File: src/fslm_pkg.sv
// shared constants, record type and helpers for the fixed string line matcher
// no dependencies
`timescale 1ns / 1ps
`default_nettype none

package fslm_pkg;

	localparam int PATTERN_MAX = 32;
	localparam int PAT_IDX_W   = $clog2(PATTERN_MAX);
	localparam int LEN_W       = 6;
	localparam int CFG_IDX_W   = 3;
	localparam int CFG_DATA_W  = 64;
	localparam int QDEPTH      = 4;
	localparam int QPTR_W      = $clog2(QDEPTH);

	localparam logic [7:0] NEWLINE_BYTE = 8'h0A;
	localparam logic       OP_TEXT      = 1'b0;
	localparam logic       OP_END       = 1'b1;

	localparam logic [CFG_IDX_W-1:0] CFG_PAT0   = 3'd0;
	localparam logic [CFG_IDX_W-1:0] CFG_PAT1   = 3'd1;
	localparam logic [CFG_IDX_W-1:0] CFG_PAT2   = 3'd2;
	localparam logic [CFG_IDX_W-1:0] CFG_PAT3   = 3'd3;
	localparam logic [CFG_IDX_W-1:0] CFG_LEN    = 3'd4;
	localparam logic [CFG_IDX_W-1:0] CFG_ICASE  = 3'd5;
	localparam logic [CFG_IDX_W-1:0] CFG_EXACT  = 3'd6;
	localparam logic [CFG_IDX_W-1:0] CFG_INVERT = 3'd7;

	localparam logic [31:0] SAT32 = 32'hFFFF_FFFF;

	// one record per closed line, or a counter restart for an empty end of stream
	typedef struct packed {
		logic is_close;
		logic selected;
		logic stream_end;
	} line_rec_t;

	function automatic logic [7:0] fold(input logic [7:0] b, input logic icase);
		if (icase && b >= 8'h41 && b <= 8'h5A) begin
			return b + 8'h20;
		end
		return b;
	endfunction

endpackage

`default_nettype wire

File: src/fslm_queue.sv
// short record queue between the front and back halves
// depends on fslm_pkg
`timescale 1ns / 1ps
`default_nettype none

module fslm_queue (
	input  wire logic               clk,
	input  wire logic               arst_n,
	input  wire logic               wr_en,
	input  wire fslm_pkg::line_rec_t wr_rec,
	output logic                    full,
	input  wire logic               rd_en,
	output fslm_pkg::line_rec_t     rd_rec,
	output logic                    empty
);
	import fslm_pkg::*;

	line_rec_t           mem_q [QDEPTH];
	logic [QPTR_W-1:0]   wr_ptr_q;
	logic [QPTR_W-1:0]   rd_ptr_q;
	logic [QPTR_W:0]     count_q;
	logic                do_wr;
	logic                do_rd;

	assign full  = (count_q == (QPTR_W+1)'(QDEPTH));
	assign empty = (count_q == '0);
	assign do_wr = wr_en && !full;
	assign do_rd = rd_en && !empty;
	assign rd_rec = mem_q[rd_ptr_q];

	always_ff @(posedge clk) begin
		if (do_wr) begin
			mem_q[wr_ptr_q] <= wr_rec;
		end
	end

	always_ff @(posedge clk or negedge arst_n) begin
		if (!arst_n) begin
			wr_ptr_q <= '0;
			rd_ptr_q <= '0;
			count_q  <= '0;
		end else begin
			if (do_wr) begin
				wr_ptr_q <= wr_ptr_q + 1'b1;
			end
			if (do_rd) begin
				rd_ptr_q <= rd_ptr_q + 1'b1;
			end
			case ({do_wr, do_rd})
				2'b10:   count_q <= count_q + 1'b1;
				2'b01:   count_q <= count_q - 1'b1;
				default: count_q <= count_q;
			endcase
		end
	end

endmodule

`default_nettype wire

File: src/fslm_front.sv
// front half: configuration registers, per-byte shift-and update, line close
// depends on fslm_pkg
`timescale 1ns / 1ps
`default_nettype none

module fslm_front (
	input  wire logic                               clk,
	input  wire logic                               arst_n,
	input  wire logic                               cfg_we,
	input  wire logic [fslm_pkg::CFG_IDX_W-1:0]     cfg_idx,
	input  wire logic [fslm_pkg::CFG_DATA_W-1:0]    cfg_wdata,
	input  wire logic                               in_take,
	input  wire logic                               in_op,
	input  wire logic [7:0]                         in_byte,
	output logic                                    rec_push,
	output fslm_pkg::line_rec_t                     rec
);
	import fslm_pkg::*;

	logic [8*PATTERN_MAX-1:0] pattern_q;
	logic [LEN_W-1:0]         pat_len_q;
	logic                     icase_q;
	logic                     exact_q;
	logic                     invert_q;

	logic [PATTERN_MAX-1:0]   prog_q;
	logic                     hit_q;
	logic                     exact_eq_q;
	logic [LEN_W-1:0]         nbytes_q;

	logic [LEN_W-1:0]         len;
	logic [LEN_W-1:0]         len_m1;
	logic [7:0]               fb;
	logic [7:0]               pb [PATTERN_MAX];
	logic [PATTERN_MAX-1:0]   eq;
	logic [PATTERN_MAX-1:0]   prog_nxt;
	logic                     hit_now;
	logic                     exact_fail;
	logic                     is_text;
	logic                     matched;

	always_ff @(posedge clk or negedge arst_n) begin
		if (!arst_n) begin
			pattern_q <= '0;
			pat_len_q <= '0;
			icase_q   <= 1'b0;
			exact_q   <= 1'b0;
			invert_q  <= 1'b0;
		end else if (cfg_we) begin
			case (cfg_idx)
				CFG_PAT0:   pattern_q[0*64 +: 64] <= cfg_wdata;
				CFG_PAT1:   pattern_q[1*64 +: 64] <= cfg_wdata;
				CFG_PAT2:   pattern_q[2*64 +: 64] <= cfg_wdata;
				CFG_PAT3:   pattern_q[3*64 +: 64] <= cfg_wdata;
				CFG_LEN:    pat_len_q <= cfg_wdata[LEN_W-1:0];
				CFG_ICASE:  icase_q   <= cfg_wdata[0];
				CFG_EXACT:  exact_q   <= cfg_wdata[0];
				CFG_INVERT: invert_q  <= cfg_wdata[0];
				default:    pattern_q <= pattern_q;
			endcase
		end
	end

	always_comb begin
		len     = (pat_len_q > LEN_W'(PATTERN_MAX)) ? LEN_W'(PATTERN_MAX) : pat_len_q;
		len_m1  = len - 1'b1;
		fb      = fold(in_byte, icase_q);
		is_text = (in_op == OP_TEXT) && (in_byte != NEWLINE_BYTE);
		for (int i = 0; i < PATTERN_MAX; i++) begin
			pb[i] = fold(pattern_q[8*i +: 8], icase_q);
			eq[i] = (pb[i] == fb) && (LEN_W'(i) < len);
		end
		prog_nxt   = {prog_q[PATTERN_MAX-2:0], 1'b1} & eq;
		hit_now    = (len != '0) && prog_nxt[len_m1[PAT_IDX_W-1:0]];
		exact_fail = (nbytes_q >= LEN_W'(PATTERN_MAX)) ||
			(pb[nbytes_q[PAT_IDX_W-1:0]] != fb);
		if (exact_q) begin
			matched = exact_eq_q && (nbytes_q == len);
		end else begin
			matched = (len == '0) || hit_q;
		end
		rec.is_close   = (in_op == OP_TEXT) || (nbytes_q != '0);
		rec.selected   = matched ^ invert_q;
		rec.stream_end = in_op;
		rec_push       = in_take && !is_text;
	end

	always_ff @(posedge clk or negedge arst_n) begin
		if (!arst_n) begin
			prog_q     <= '0;
			hit_q      <= 1'b0;
			exact_eq_q <= 1'b1;
			nbytes_q   <= '0;
		end else if (in_take) begin
			if (is_text) begin
				prog_q <= prog_nxt;
				if (hit_now) begin
					hit_q <= 1'b1;
				end
				if (exact_fail) begin
					exact_eq_q <= 1'b0;
				end
				if (nbytes_q <= LEN_W'(PATTERN_MAX)) begin
					nbytes_q <= nbytes_q + 1'b1;
				end
			end else begin
				prog_q     <= '0;
				hit_q      <= 1'b0;
				exact_eq_q <= 1'b1;
				nbytes_q   <= '0;
			end
		end
	end

endmodule

`default_nettype wire

File: src/fslm_back.sv
// back half: line and selection counters, result register
// depends on fslm_pkg
`timescale 1ns / 1ps
`default_nettype none

module fslm_back (
	input  wire logic                clk,
	input  wire logic                arst_n,
	input  wire fslm_pkg::line_rec_t rec,
	input  wire logic                rec_avail,
	output logic                     rec_take,
	input  wire logic                pop,
	output logic                     empty,
	output logic                     line_selected,
	output logic [31:0]              line_number,
	output logic [31:0]              selected_count,
	output logic                     stream_end
);
	import fslm_pkg::*;

	logic [31:0] nl_cnt_q;
	logic [31:0] sel_cnt_q;
	logic        out_valid_q;
	logic [31:0] nl_nxt;
	logic [31:0] sel_nxt;
	logic        out_free;

	assign empty    = !out_valid_q;
	assign out_free = !out_valid_q || pop;
	// a restart record makes no result, so it never waits on the output slot
	assign rec_take = rec_avail && (!rec.is_close || out_free);

	always_comb begin
		nl_nxt  = nl_cnt_q;
		sel_nxt = sel_cnt_q;
		if (!rec.stream_end && nl_cnt_q != SAT32) begin
			nl_nxt = nl_cnt_q + 1'b1;
		end
		if (rec.selected && sel_cnt_q != SAT32) begin
			sel_nxt = sel_cnt_q + 1'b1;
		end
	end

	always_ff @(posedge clk or negedge arst_n) begin
		if (!arst_n) begin
			nl_cnt_q    <= '0;
			sel_cnt_q   <= '0;
			out_valid_q <= 1'b0;
		end else begin
			out_valid_q <= (out_valid_q && !pop) || (rec_take && rec.is_close);
			if (rec_take) begin
				if (rec.stream_end) begin
					nl_cnt_q  <= '0;
					sel_cnt_q <= '0;
				end else begin
					nl_cnt_q  <= nl_nxt;
					sel_cnt_q <= sel_nxt;
				end
			end
		end
	end

	always_ff @(posedge clk) begin
		if (rec_take && rec.is_close) begin
			line_selected  <= rec.selected;
			line_number    <= nl_nxt;
			selected_count <= sel_nxt;
			stream_end     <= rec.stream_end;
		end
	end

endmodule

`default_nettype wire

File: src/fixed_string_line_matcher.sv
// top level of the fixed string line matcher: front, record queue, back
// depends on fslm_pkg, fslm_front, fslm_queue, fslm_back
//
// Usage:
//   input channel: op and text_byte, taken when push is high and full is low.
//   one byte per cycle while full is low; a newline or an end of stream item closes the line.
//   result channel: line_selected, line_number, selected_count, stream_end
//   are valid while empty is low and are taken when pop is high.
//   configuration: cfg_index selects a register, cfg_data is written when
//   cfg_valid and cfg_ready are high; cfg_ready is always high. write only
//   while the block is idle.
//   throughput: one item per cycle while full is low. each byte updates the
//   shift-and vector in the cycle it is taken; a line close is written to a
//   four deep record queue, and the back half moves it into the result
//   registers once the output register is free or being popped.
//   if the receiver stalls, results wait in the output register and the
//   queue; items keep flowing until the queue holds four records (line closes
//   and stream restarts), then full holds off every item, text bytes too.
//   reset clears the configuration, the line state and both counters; an end
//   of stream also restarts both counters.
`timescale 1ns / 1ps
`default_nettype none

module fixed_string_line_matcher (
	input  wire logic                                clk,
	input  wire logic                                arst_n,
	input  wire logic                                push,
	output logic                                     full,
	input  wire logic                                op,
	input  wire logic [7:0]                          text_byte,
	output logic                                     empty,
	input  wire logic                                pop,
	output logic                                     line_selected,
	output logic [31:0]                              line_number,
	output logic [31:0]                              selected_count,
	output logic                                     stream_end,
	input  wire logic                                cfg_valid,
	output logic                                     cfg_ready,
	input  wire logic [fslm_pkg::CFG_IDX_W-1:0]      cfg_index,
	input  wire logic [fslm_pkg::CFG_DATA_W-1:0]     cfg_data
);
	import fslm_pkg::*;

	logic      in_take;
	logic      rec_push;
	line_rec_t rec_in;
	line_rec_t rec_out;
	logic      q_empty;
	logic      rec_take;

	assign cfg_ready = 1'b1;
	assign in_take   = push && !full;

	fslm_front u_front (
		.clk       (clk),
		.arst_n    (arst_n),
		.cfg_we    (cfg_valid && cfg_ready),
		.cfg_idx   (cfg_index),
		.cfg_wdata (cfg_data),
		.in_take   (in_take),
		.in_op     (op),
		.in_byte   (text_byte),
		.rec_push  (rec_push),
		.rec       (rec_in)
	);

	fslm_queue u_queue (
		.clk    (clk),
		.arst_n (arst_n),
		.wr_en  (rec_push),
		.wr_rec (rec_in),
		.full   (full),
		.rd_en  (rec_take),
		.rd_rec (rec_out),
		.empty  (q_empty)
	);

	fslm_back u_back (
		.clk            (clk),
		.arst_n         (arst_n),
		.rec            (rec_out),
		.rec_avail      (!q_empty),
		.rec_take       (rec_take),
		.pop            (pop),
		.empty          (empty),
		.line_selected  (line_selected),
		.line_number    (line_number),
		.selected_count (selected_count),
		.stream_end     (stream_end)
	);

endmodule

`default_nettype wire

File: config.mk
export PLATFORM = sky130hd
export DESIGN_NAME = fixed_string_line_matcher
export DESIGN_NICKNAME = d
export VERILOG_FILES = /design/src/fslm_pkg.sv /design/src/fslm_queue.sv /design/src/fslm_front.sv /design/src/fslm_back.sv /design/src/fixed_string_line_matcher.sv
export SDC_FILE = /design/constraint.sdc
export NUM_CORES = 1
export LEC_CHECK = 0
export ABC_AREA = 0
export BUFFER_PORTS_ARGS = -buffer_cell sky130_fd_sc_hd__buf_2
export CAP_MARGIN = 5
export CORE_MARGIN = 3
export CORE_UTILIZATION = 40
export CTS_CLUSTER_DIAMETER = 40
export DETAILED_ROUTE_END_ITERATION = 16
export PLACE_DENSITY = 0.59
export SETUP_SLACK_MARGIN = 0.5
export SLEW_MARGIN = 20
export SYNTH_ARGS = -nofsm -noshare
export SYNTH_HDL_FRONTEND = slang
export SYNTH_SLANG_ARGS = --single-unit
File: constraint.sdc
create_clock -name clk -period 4.92 [get_ports clk]
set_clock_uncertainty 0.2 [all_clocks]
set_input_delay 0 -clock clk [delete_from_list [all_inputs] [get_ports clk]]
set_output_delay 0 -clock clk [all_outputs]
set_load 0.1 [all_outputs]
==> results.toml, run 1 <==
[status]
outcome = "complete, but fails checks"
failed_checks = "hold timing"

[clock_network]
cts-root-to-sink-buffers = 3
clkTransAtPathRegs_ns = 0.06
cts_hold_repair.buffers = 144
cts_tree = "done"
clock-root-buffer = "sky130_fd_sc_hd__clkbuf_16"
post_cts_resized = 0
cts_sinks = 454
cts_buffers = 76
number_of_h_tree_levels = 3
clock_insertion_delay_worst_skew_ns = 0.63
cts_setup_buffers = 0

[floorplanning]
boundaryPins = 150
initial_core_utilization_pct = 40.5
fp.dieW_um = 267
dieArea_sq_mm = 0.0714
placement_rows = 95
floorplan.die.height_um = 267
core-area_sq_mm = 0.0674

[synthesis]
ys_warn_count = 0
avgSynthCellArea_sq_um = 10.4
synth_ff_type = "sky130_fd_sc_hd__dfrtp_1"
synth-edff-count = 78
post_synth_instance_area_sq_mm = 0.0273
yosys_register_bits = 454
netlist_instances = 2629
asyncSetResetFlopFracSynth_pct = 82.8
yosys.cell_types.count = 84
synth.yosys.seq_area_share_pct = 43.1
syn-num-nets = 2755

[worst_setup_path]
critical_path_peak_fanout = 20
cp_slowest_cell = "sky130_fd_sc_hd__nor4_1"
crit_path_end_kind = "register"
timing.critical_path.max_delay_family = "simple AND/OR/NAND/NOR gates"
worst-setup-path-type = "reg2reg"
critical_path_arrival_ns = 4.46
worst_ep_required_time_ns = 5.24
slowest_delay_ns = 0.87
crit_buf_inv = 2
path_cells = "buf_4 > nand2b_1 > ha_1 > inv_1 > o21ai_0 > a21oi_1 > nand3_1 > nor4_1 > a22oi_1 > nand2_1 > nand4b_1 > o211ai_1"
crit_path_start_kind = "register"

[detailed_routing]
route.detailed.drc = 0
drt_first_iter_violations = 2292
drt-total-wl_mm = 98.7
viasPerCell = 6.11
number_of_iterations_in_the_first_detailed_routing_pass = 8
wl_cell_um = 25.8
ant_nets = 0
dr_total_vias = 23400

[power]
total_leakage_power_nw = 13.5
cellPowerDensity_mw_per_mm2 = 574
design_power_total_w = 0.0191
vdd_ir_drop_max_mv = 0.632

[grt]
gr-usage-met1_pct = 35.3
met3_track_usage_gr_pct = 4.01
number_of_antenna_violations_at_the_first_check_in_global_routing = 1
via_count_of_the_first_global_routing_pass = 23100
grt_usage_pct = 27.5
largest_net_degree_at_the_start_of_global_routing = 123
grt_first_pass_wirelength_mm = 148
busiest_layer = "met2"
gr-total-overflow = 0
globalRouteMet2Util_pct = 45.5

[sta]
finalCriticalPeriod_ns = 4.14
worst_slew_pin_slew_ns = 1.06
slew_viol_final = 0
grt_setup_unrepaired = "no"
hold_viol = 1
setup-tns-final_ns = 0
final.hold.worst_slack_ns = -0.000448
postLayoutSetupSlackWorst_ns = 0.779
max_clock_freq_mhz = 242
post-route-period-util_pct = 84.2
setup-violations-final = 0
max_slew_margin_pct = 28.6

[placed_design]
dpl_worst_slack_ns = 0.974
hpwl_mm = 72.0
buffers_on_ports = 148
place_inst = 3549
gpl.final_weighted_congestion = 1.04

[finish]
final_common_cell = "sky130_fd_sc_hd__dfrtp_1"
final_cell_mix = "374 x sky130_fd_sc_hd__dfrtp_1, 238 x sky130_fd_sc_hd__nand2_1, 211 x sky130_fd_sc_hd__mux2_2"
finish.cell_count_without_fillers = 3833
syn2layout_area_growth_pct = 21.8
post_route_cells_drive_above_1_share_pct = 21.6
design.final.nets = 3024

[job]
drv.max_cap_violation_count = 0

[worst_hold_path]
hold_class = "in2reg"
==> final timing paths <==
kind / startpoint / to / slack (ns) / depth (start not counted)
setup / recovery: u_front.pat_len_q[5] / u_front.hit_q / 0.78 / 12
hold / removal: cfg_data[24] / u_front.pattern_q[152] / -0.0004 / 3
setup reg to reg: u_front.pat_len_q[5] / u_front.hit_q / 0.78 / 12
hold reg to reg: u_front.prog_q[30] / u_front.prog_q[30] / 0.29 / 1
max in group asynchronous: arst_n / u_front.pattern_q[55] / 3.48 / 4
min in group asynchronous: arst_n / u_front.pattern_q[78] / 0.33 / 4
==> area by class of cell <==
class	count	area [sq um]
fillers	6110	34100
multi-input cells	1909	14500
flip-flops and latches	454	11800
repair buffers	351	2710
clock buffers	84	2020
well taps	873	1090
clock inverters	55	810
inverters	106	398
diodes	1	2.50
==> cells in the mapped netlist, drive strengths merged (6+ instances only) <==
| cell | count | area (sq um) |
|---|---|---|
| dfrtp | 375 | 9380 |
| nand2 | 238 | 893 |
| mux2 | 211 | 2380 |
| o21ai | 179 | 896 |
| xnor2 | 170 | 1490 |
| xor2 | 161 | 1410 |
| nor2 | 111 | 417 |
| inv | 106 | 398 |
| clkbuf | 91 | 342 |
| edfxtp | 78 | 2340 |
| a21oi | 71 | 355 |
| o31ai | 70 | 531 |
| buf | 69 | 384 |
| nand3 | 59 | 295 |
| nor4 | 52 | 338 |
| mux4 | 50 | 1130 |
| ha | 44 | 551 |
| nor3 | 43 | 215 |
| nand4 | 37 | 231 |
| o41ai | 36 | 330 |
| a22o | 34 | 298 |
| or4 | 33 | 248 |
| and3 | 32 | 200 |
| a31oi | 28 | 190 |
| o221ai | 22 | 199 |
| or3 | 18 | 118 |
| mux2i | 17 | 170 |
| a22oi | 14 | 105 |
| and2 | 12 | 75.1 |
| o211ai | 12 | 90.1 |
| nand2b | 11 | 68.8 |
| nor2b | 11 | 68.8 |
| and4 | 10 | 87.6 |
| o2111ai | 10 | 87.6 |
| a211oi | 9 | 67.6 |
| a21o | 9 | 67.6 |
| o311ai | 8 | 70.1 |
| a221oi | 7 | 61.3 |
| nor3b | 7 | 52.6 |
| nand4b | 6 | 52.6 |
| o22ai | 6 | 37.5 |
| o31a | 6 | 52.6 |
==> worst register-to-register path, cell delays in order, from the launching register on <==
cell and delay [ns]:
sky130_fd_sc_hd__dfrtp_1 0.36, sky130_fd_sc_hd__buf_4 0.20, sky130_fd_sc_hd__nand2b_1 0.41, sky130_fd_sc_hd__ha_1 0.50, sky130_fd_sc_hd__inv_1 0.30, sky130_fd_sc_hd__o21ai_0 0.12
sky130_fd_sc_hd__a21oi_1 0.28, sky130_fd_sc_hd__nand3_1 0.14, sky130_fd_sc_hd__nor4_1 0.87, sky130_fd_sc_hd__a22oi_1 0.21, sky130_fd_sc_hd__nand2_1 0.11, sky130_fd_sc_hd__nand4b_1 0.13
sky130_fd_sc_hd__o211ai_1 0.21
==> layer usage <==
layer  up-vias  wire length (um)
met5         -                 0
met4         0              5370
met3       252              7030
met2      1085             46700
met1     11800             39700
li1      10200                 -
==> state kept, by name (all words and copies together) (netlist names) <==
signal	cells
u_front.hit_q	1
u_front.pat_len_q	6
u_back.line_number	32
u_back.nl_cnt_q	32
u_queue.wr_ptr_q	2
u_back.out_valid_q	1
u_front.pattern_q	256
u_queue.mem_q	12
u_queue.count_q	3
u_queue.rd_ptr_q	2
u_front.prog_q	31
u_front.exact_eq_q	1
u_front.exact_q	1
u_front.nbytes_q	6
u_back.stream_end	1
u_back.sel_cnt_q	32
u_front.icase_q	1
u_front.invert_q	1
u_back.selected_count	32
u_back.line_selected	1
==> through the flow <==
stage	area (sq um)	util (%)
final	33300	49.3
after global routing	33300	49.3
after CTS	33200	49.3
after detailed placement	29000	43.0
after global placement	29000	43.0
after floorplan	27300	-
==> cell families (layout without fill, tap and decap cells) <==
logic type | after synthesis | count (layout) | synth area share [%]
other cells | 1 | 2 | 0.0137
compound gates | 558 | 558 | 13.8
flops | 454 | 454 | 43.1
buf+inv | 266 | 596 | 4.12
mux | 278 | 278 | 13.5
xor+xnor | 331 | 331 | 10.6
fa+ha+maj | 45 | 45 | 2.09
simple gates | 696 | 696 | 12.8
==> report_power, final <==
group	internal [W]	leakage [nW]	switching, W	total, W
clock network	0.00372	1.35	0.00211	0.00582
registers	0.00477	5.48	0.00114	0.00591
logic	0.00224	6.67	0.00512	0.00736
No activity file was read; power rests on OpenSTA's default activity.
==> inputs of run 2 (changes only) <==
==> constraint.sdc (replaced) <==
create_clock -name clk -period 3.6 [get_ports clk]
set_clock_uncertainty 0.2 [all_clocks]
set_input_delay 0 -clock clk [delete_from_list [all_inputs] [get_ports clk]]
set_output_delay 0 -clock clk [all_outputs]
set_load 0.1 [all_outputs]
==> run 2 against run 1 <==
Effect of this change: the run now ends clean; non-clock buffer count grew 163; worst setup slack lost 0.41 ns; core utilization grew 3.4 points; critical path type unchanged; sequential power grew 33%; combinational power grew 55%.
==> results.toml, run 2 (synthesis gave the netlist of run 1 again) <==
[floorplanning]
floorplan.die.height_um = 267
boundaryPins = 150
dieArea_sq_mm = 0.0714
fp.dieW_um = 267
core-area_sq_mm = 0.0674
initial_core_utilization_pct = 40.5
placement_rows = 95

[finish]
layout.cell_area.non_filler_sq_mm = 0.0355
flip_flop_count_of_the_largest_register_all_copies_and_words_added = 256
design.final.nets = 3200
final_common_cell = "sky130_fd_sc_hd__dfrtp_1"
largest_register = "u_front.pattern_q"
syn2layout_area_growth_pct = 30.1
final_cell_mix = "357 x sky130_fd_sc_hd__dfrtp_1, 238 x sky130_fd_sc_hd__nand2_1, 211 x sky130_fd_sc_hd__mux2_2"
post_route_cells_drive_above_1_share_pct = 28.3
antenna_cells_inserted = 0
finish.utilization_pct = 52.7

[worst_setup_path]
crit_buf_inv = 1
worst_ep_required_time_ns = 3.93
path_cells = "buf_12 > mux4_2 > mux4_2 > mux2i_1 > xnor2_1 > nor4_2 > nand4b_1 > o41ai_2"
critical_path_peak_fanout = 14
crit_path_end_kind = "register"
critical_path_arrival_ns = 3.56
timing.critical_path.mode_cell = "sky130_fd_sc_hd__mux4_2"
worst-setup-path-type = "reg2reg"
cp_slowest_cell = "sky130_fd_sc_hd__dfrtp_4"
timing.critical_path.max_delay_family = "multiplexers"
crit_path_start_kind = "register"
slowest_delay_ns = 0.55

[placed_design]
gpl.final_weighted_congestion = 1.01
dpl_cell_area_sq_mm = 0.0301
dpl_worst_slack_ns = 0.197
buffers_on_ports = 148
hpwl_mm = 74.5

[grt]
number_of_antenna_violations_at_the_first_check_in_global_routing = 3
largest_net_degree_at_the_start_of_global_routing = 89
via_count_of_the_first_global_routing_pass = 24000
grt_first_pass_wirelength_mm = 154
grt_usage_pct = 28.8
gr-total-overflow = 0

[sta]
finalCriticalPeriod_ns = 3.23
grt_setup_unrepaired = "yes"
final.hold.worst_slack_ns = 0.0227
post-route-period-util_pct = 89.8
postLayoutSetupSlackWorst_ns = 0.366
setup-tns-final_ns = 0
worst_slew_pin_slew_ns = 0.964
hold_viol = 0
max_clock_freq_mhz = 309
setup-violations-final = 0
slew_viol_final = 0
max_slew_margin_pct = 35.6

[clock_network]
clock-root-buffer = "sky130_fd_sc_hd__clkbuf_16"
cts_buffers = 89
cts-root-to-sink-buffers = 3
clkTransAtPathRegs_ns = 0.04
cts_sinks = 454
cts_tree = "done"
clock_insertion_delay_worst_skew_ns = 0.64
number_of_h_tree_levels = 3

[power]
vdd_ir_drop_max_mv = 0.742
cellPowerDensity_mw_per_mm2 = 783
total_leakage_power_nw = 14.7

[detailed_routing]
viasPerCell = 5.95
wl_cell_um = 25.8
ant_nets = 0
route.detailed.drc = 0
dr_total_vias = 23900
drt_first_iter_violations = 2188
number_of_iterations_in_the_first_detailed_routing_pass = 6
drt-total-wl_mm = 104

[job]
drv.max_cap_violation_count = 0

[status]
outcome = "finished, final reports clean"

[worst_hold_path]
hold_class = "in2reg"
[run 2: cell count changes in the layout (fill, tap and decap cells not counted), moves of 7 or more]
cell / before / now
sky130_fd_sc_hd__clkbuf_8: 2 / 10
sky130_fd_sc_hd__clkbuf_16: 79 / 91
sky130_fd_sc_hd__buf_4: 54 / 181
sky130_fd_sc_hd__o41ai_1: 34 / 13
sky130_fd_sc_hd__o41ai_2: 2 / 23
sky130_fd_sc_hd__o31ai_1: 69 / 58
sky130_fd_sc_hd__dfrtp_2: 0 / 17
sky130_fd_sc_hd__dlygate4sd3_1: 143 / 157
sky130_fd_sc_hd__clkinvlp_4: 8 / 16
sky130_fd_sc_hd__o31ai_2: 1 / 11
sky130_fd_sc_hd__clkinv_2: 6 / 13
sky130_fd_sc_hd__buf_12: 4 / 21
sky130_fd_sc_hd__dfrtp_1: 374 / 357
[run 2: worst register-to-register path, cell delays in order, from the launching register on]
cell	delay, ns
sky130_fd_sc_hd__dfrtp_4	0.55
sky130_fd_sc_hd__buf_12	0.21
sky130_fd_sc_hd__mux4_2	0.52
sky130_fd_sc_hd__mux4_2	0.50
sky130_fd_sc_hd__mux2i_1	0.22
sky130_fd_sc_hd__xnor2_1	0.11
sky130_fd_sc_hd__nor4_2	0.37
sky130_fd_sc_hd__nand4b_1	0.23
sky130_fd_sc_hd__o41ai_2	0.24
[run 2: final cells by class]
class	instances	area (sq um)
Fill cell	5902	31900
Multi-Input combinational cell	1909	14900
Sequential cell	454	11800
Timing Repair Buffer	514	4230
Clock buffer	106	2410
Tap cell	873	1090
Clock inverter	61	707
Inverter	106	405
[run 2: timing repair]
| item | CTS | global route |
|---|---|---|
| cloned | 1 | 1 |
| pin swaps | 17 | 3 |
| hold buffers | 159 | 0 |
| gates resized for setup | 76 | 27 |
| setup buffers | 27 | 1 |
| endpoints found under the hold margin | 718 | 0 |
| endpoints found under the setup margin | 17 | 38 |
[run 2: metal layers]
| layer | global-route usage (%) | vias up | share of wire (%) |
|---|---|---|---|
| li1 | - | 10600 | - |
| met1 | 37.3 | 12100 | 41 |
| met2 | 47.5 | 965 | 48 |
| met3 | 3.55 | 249 | 5.8 |
| met4 | 14.8 | 6 | 5.7 |
| met5 | 0 | - | 0.041 |
[run 2: through the flow]
stage	power, W	instances
floorplan	0.0150	2629
finish	0.0278	4023
CTS	0.0278	4021
global placement	0.0185	3667
detailed placement	0.0186	3667
global route	0.0289	4023
[run 2: where the power goes]
group          leakage (nW)  internal, W  switching [W]
clock network          1.49      0.00544        0.00306
registers              5.46      0.00652        0.00135
logic                  7.70      0.00383        0.00762
total                  14.7       0.0158         0.0120
[run 2: worst paths after layout]
check | from | endpoint | slack [ns] | cells after the start
setup / recovery | u_front.nbytes_q[0] | u_front.exact_eq_q | 0.37 | 8
hold / removal | cfg_data[15] | u_front.pattern_q[143] | 0.02 | 4
setup reg to reg | u_front.nbytes_q[0] | u_front.exact_eq_q | 0.37 | 8
hold reg to reg | u_front.prog_q[30] | u_front.prog_q[30] | 0.29 | 1
max in group asynchronous | arst_n | u_front.prog_q[25] | 2.33 | 4
min in group asynchronous | arst_n | u_front.exact_eq_q | 0.40 | 3
==> inputs of run 3 (changes only) <==
--- a/config.mk
+++ b/config.mk
@@ -13,6 +13,7 @@
 export CTS_CLUSTER_DIAMETER = 40
 export DETAILED_ROUTE_END_ITERATION = 16
 export PLACE_DENSITY = 0.59
+export REMOVE_ABC_BUFFERS = 1
 export SETUP_SLACK_MARGIN = 0.5
 export SLEW_MARGIN = 20
 export SYNTH_ARGS = -nofsm -noshare
==> constraint.sdc (replaced) <==
create_clock -name clk -period 2.9 [get_ports clk]
set_clock_uncertainty 0.2 [all_clocks]
set_input_delay 0 -clock clk [delete_from_list [all_inputs] [get_ports clk]]
set_output_delay 0 -clock clk [all_outputs]
set_load 0.1 [all_outputs]
==> run 3 against run 2 <==
Effect of this change: the flow now finishes with violations (setup timing); worst hold slack lost 0.0028 ns; global-route usage rose by 2.9 points; non-clock buffer count is 564 higher; largest cell class unchanged; sequential power increased by 18%; sequential share of layout area shrank 6.0 points; first-iteration DRC count rose by 39%; final area up 22%.
==> results.toml, run 3 (synthesis gave the netlist of run 1 again) <==
[power]
cellInternalPower_w = 0.0232
design_power_total_w = 0.0406
power_switching_share_pct = 42.9
power_frac_clock_pct = 25.8
total_leakage_power_nw = 18.7
total_switching_power_w = 0.0174
combPwrFrac_pct = 51.2
cellPowerDensity_mw_per_mm2 = 935
power_share_of_the_sequential_group_pct = 23.0
vdd_ir_drop_max_mv = 1.03

[clock_network]
cts_buffers = 88
number_of_h_tree_levels = 3
cts-root-to-sink-buffers = 3
cts_sinks = 454
clock_insertion_delay_worst_skew_ns = 0.65
clock-root-buffer = "sky130_fd_sc_hd__clkbuf_16"
cts_tree = "done"
clkTransAtPathRegs_ns = 0.05

[placed_design]
hpwl_mm = 80.5
buffers_on_ports = 148
dpl_cell_area_sq_mm = 0.0333
gpl.final_weighted_congestion = 1.04

[grt]
gr-total-overflow = 0
grt_usage_pct = 31.7
grt_first_pass_wirelength_mm = 170
number_of_antenna_violations_at_the_first_check_in_global_routing = 5
largest_net_degree_at_the_start_of_global_routing = 92
met3_track_usage_gr_pct = 5.98
globalRouteMet2Util_pct = 52.2
busiest_layer = "met2"
gr-usage-met1_pct = 40.6
via_count_of_the_first_global_routing_pass = 26900

[sta]
post-route-period-util_pct = 113
finalCriticalPeriod_ns = 3.27
setup-violations-final = 2
max_clock_freq_mhz = 306
grt_setup_unrepaired = "yes"
slew_viol_final = 0
postLayoutSetupSlackWorst_ns = -0.369
worst_slew_pin_slew_ns = 0.982
hold_viol = 0
setup-tns-final_ns = -0.546
final.hold.worst_slack_ns = 0.0198
max_slew_margin_pct = 34.3

[job]
drv.max_cap_violation_count = 0

[finish]
final_common_cell = "sky130_fd_sc_hd__buf_4"
design.final.nets = 3764
syn2layout_area_growth_pct = 59.0
largest_register = "u_front.pattern_q"
final_cell_mix = "622 x sky130_fd_sc_hd__buf_4, 353 x sky130_fd_sc_hd__dfrtp_1, 213 x sky130_fd_sc_hd__nand2_1"
finish.utilization_pct = 64.4
layout.cell_area.non_filler_sq_mm = 0.0434
flip_flop_count_of_the_largest_register_all_copies_and_words_added = 256
post_route_cells_drive_above_1_share_pct = 48.2

[detailed_routing]
route.detailed.drc = 0
drt-total-wl_mm = 126
dr_total_vias = 27700
wl_cell_um = 27.4
ant_nets = 0
number_of_iterations_in_the_first_detailed_routing_pass = 6
viasPerCell = 6.04
drt_first_iter_violations = 3045

[floorplanning]
fp.dieW_um = 267
placement_rows = 95
initial_core_utilization_pct = 40.5
dieArea_sq_mm = 0.0714
boundaryPins = 150
core-area_sq_mm = 0.0674
floorplan.die.height_um = 267

[worst_setup_path]
slowest_delay_ns = 0.59
worst_ep_required_time_ns = 3.24
path_cells = "buf_4 > buf_12 > mux4_2 > mux4_2 > mux2i_1 > xnor2_1 > nor4_1 > buf_4 > nand4b_1 > o41ai_2"
critical_path_peak_fanout = 13
worst-setup-path-type = "reg2reg"
r2r_slack_ns = -0.37
cp_slowest_cell = "sky130_fd_sc_hd__mux4_2"
crit_path_end_kind = "register"
crit_path_start_kind = "register"
critical_path_arrival_ns = 3.61

[status]
outcome = "complete, but fails checks"
failed_checks = "setup timing"

[worst_hold_path]
hold_class = "in2reg"
[run 3: metrics by stage]
stage	std cells	setup slack [ns]
2_1_floorplan	2469	-3.28
3_3_place_gp	4076	-0.576
3_5_place_dp	4076	-0.561
4_1_cts	4477	-0.287
5_1_grt	4586	-0.463
6_report	4587	-0.369
[run 3: layer usage]
layer	wire length [um]	up-vias
li1	-	11800
met1	46800	13900
met2	58100	1580
met3	11900	507
met4	8870	10
met5	65	-
[run 3: layout make-up]
class / instances / area, sq um
Antenna cell: 1 / 2.50
Multi-Input combinational cell: 1910 / 17500
Sequential cell: 454 / 11800
Tap cell: 873 / 1090
Fill cell: 4946 / 24000
Clock inverter: 62 / 671
Timing Repair Buffer: 1078 / 9540
Inverter: 106 / 409
Clock buffer: 103 / 2370
[run 3: repair_timing]
item / in CTS / in global routing
gates resized for setup: 351 / 409
buffers inserted: 84 / 93
endpoints found under the setup margin: 220 / 236
hold endpoints to repair: 699 / 0
hold buffers: 141 / 0
gates cloned: 11 / 16
pin swaps: 90 / 168
[run 3: power by group through the flow]
stage                     combinational [W]  clock [W]  sequential (W)
final                                0.0208     0.0105         0.00932
after global routing                 0.0215     0.0109         0.00945
after CTS                            0.0183     0.0105         0.00920
after detailed placement             0.0158          0         0.00926
after global placement               0.0156          0         0.00918
after floorplan                     0.00554          0          0.0122
[run 3: critical path, delay by kind of cell (launching register included)]
family	cells	cell delay [ns]
buffers and inverters	3	0.49
DFF	1	0.52
muxes	3	1.28
xor gates and xnor gates	1	0.09
and+or+nand+nor	2	0.35
AOI/OAI and AO/OA	1	0.22
[run 3: path summary, 6_finish.rpt]
| path | startpoint | cells past startpoint | endpoint |
|---|---|---|---|
| setup / recovery | u_front.nbytes_q[0] | 10 | u_front.exact_eq_q |
| hold / removal | cfg_data[20] | 3 | u_front.pattern_q[148] |
| setup reg to reg | u_front.nbytes_q[0] | 10 | u_front.exact_eq_q |
| hold reg to reg | u_front.prog_q[15] | 2 | u_front.prog_q[15] |
| max in group asynchronous | arst_n | 4 | u_front.pattern_q[81] |
| min in group asynchronous | arst_n | 3 | u_back.nl_cnt_q[23] |
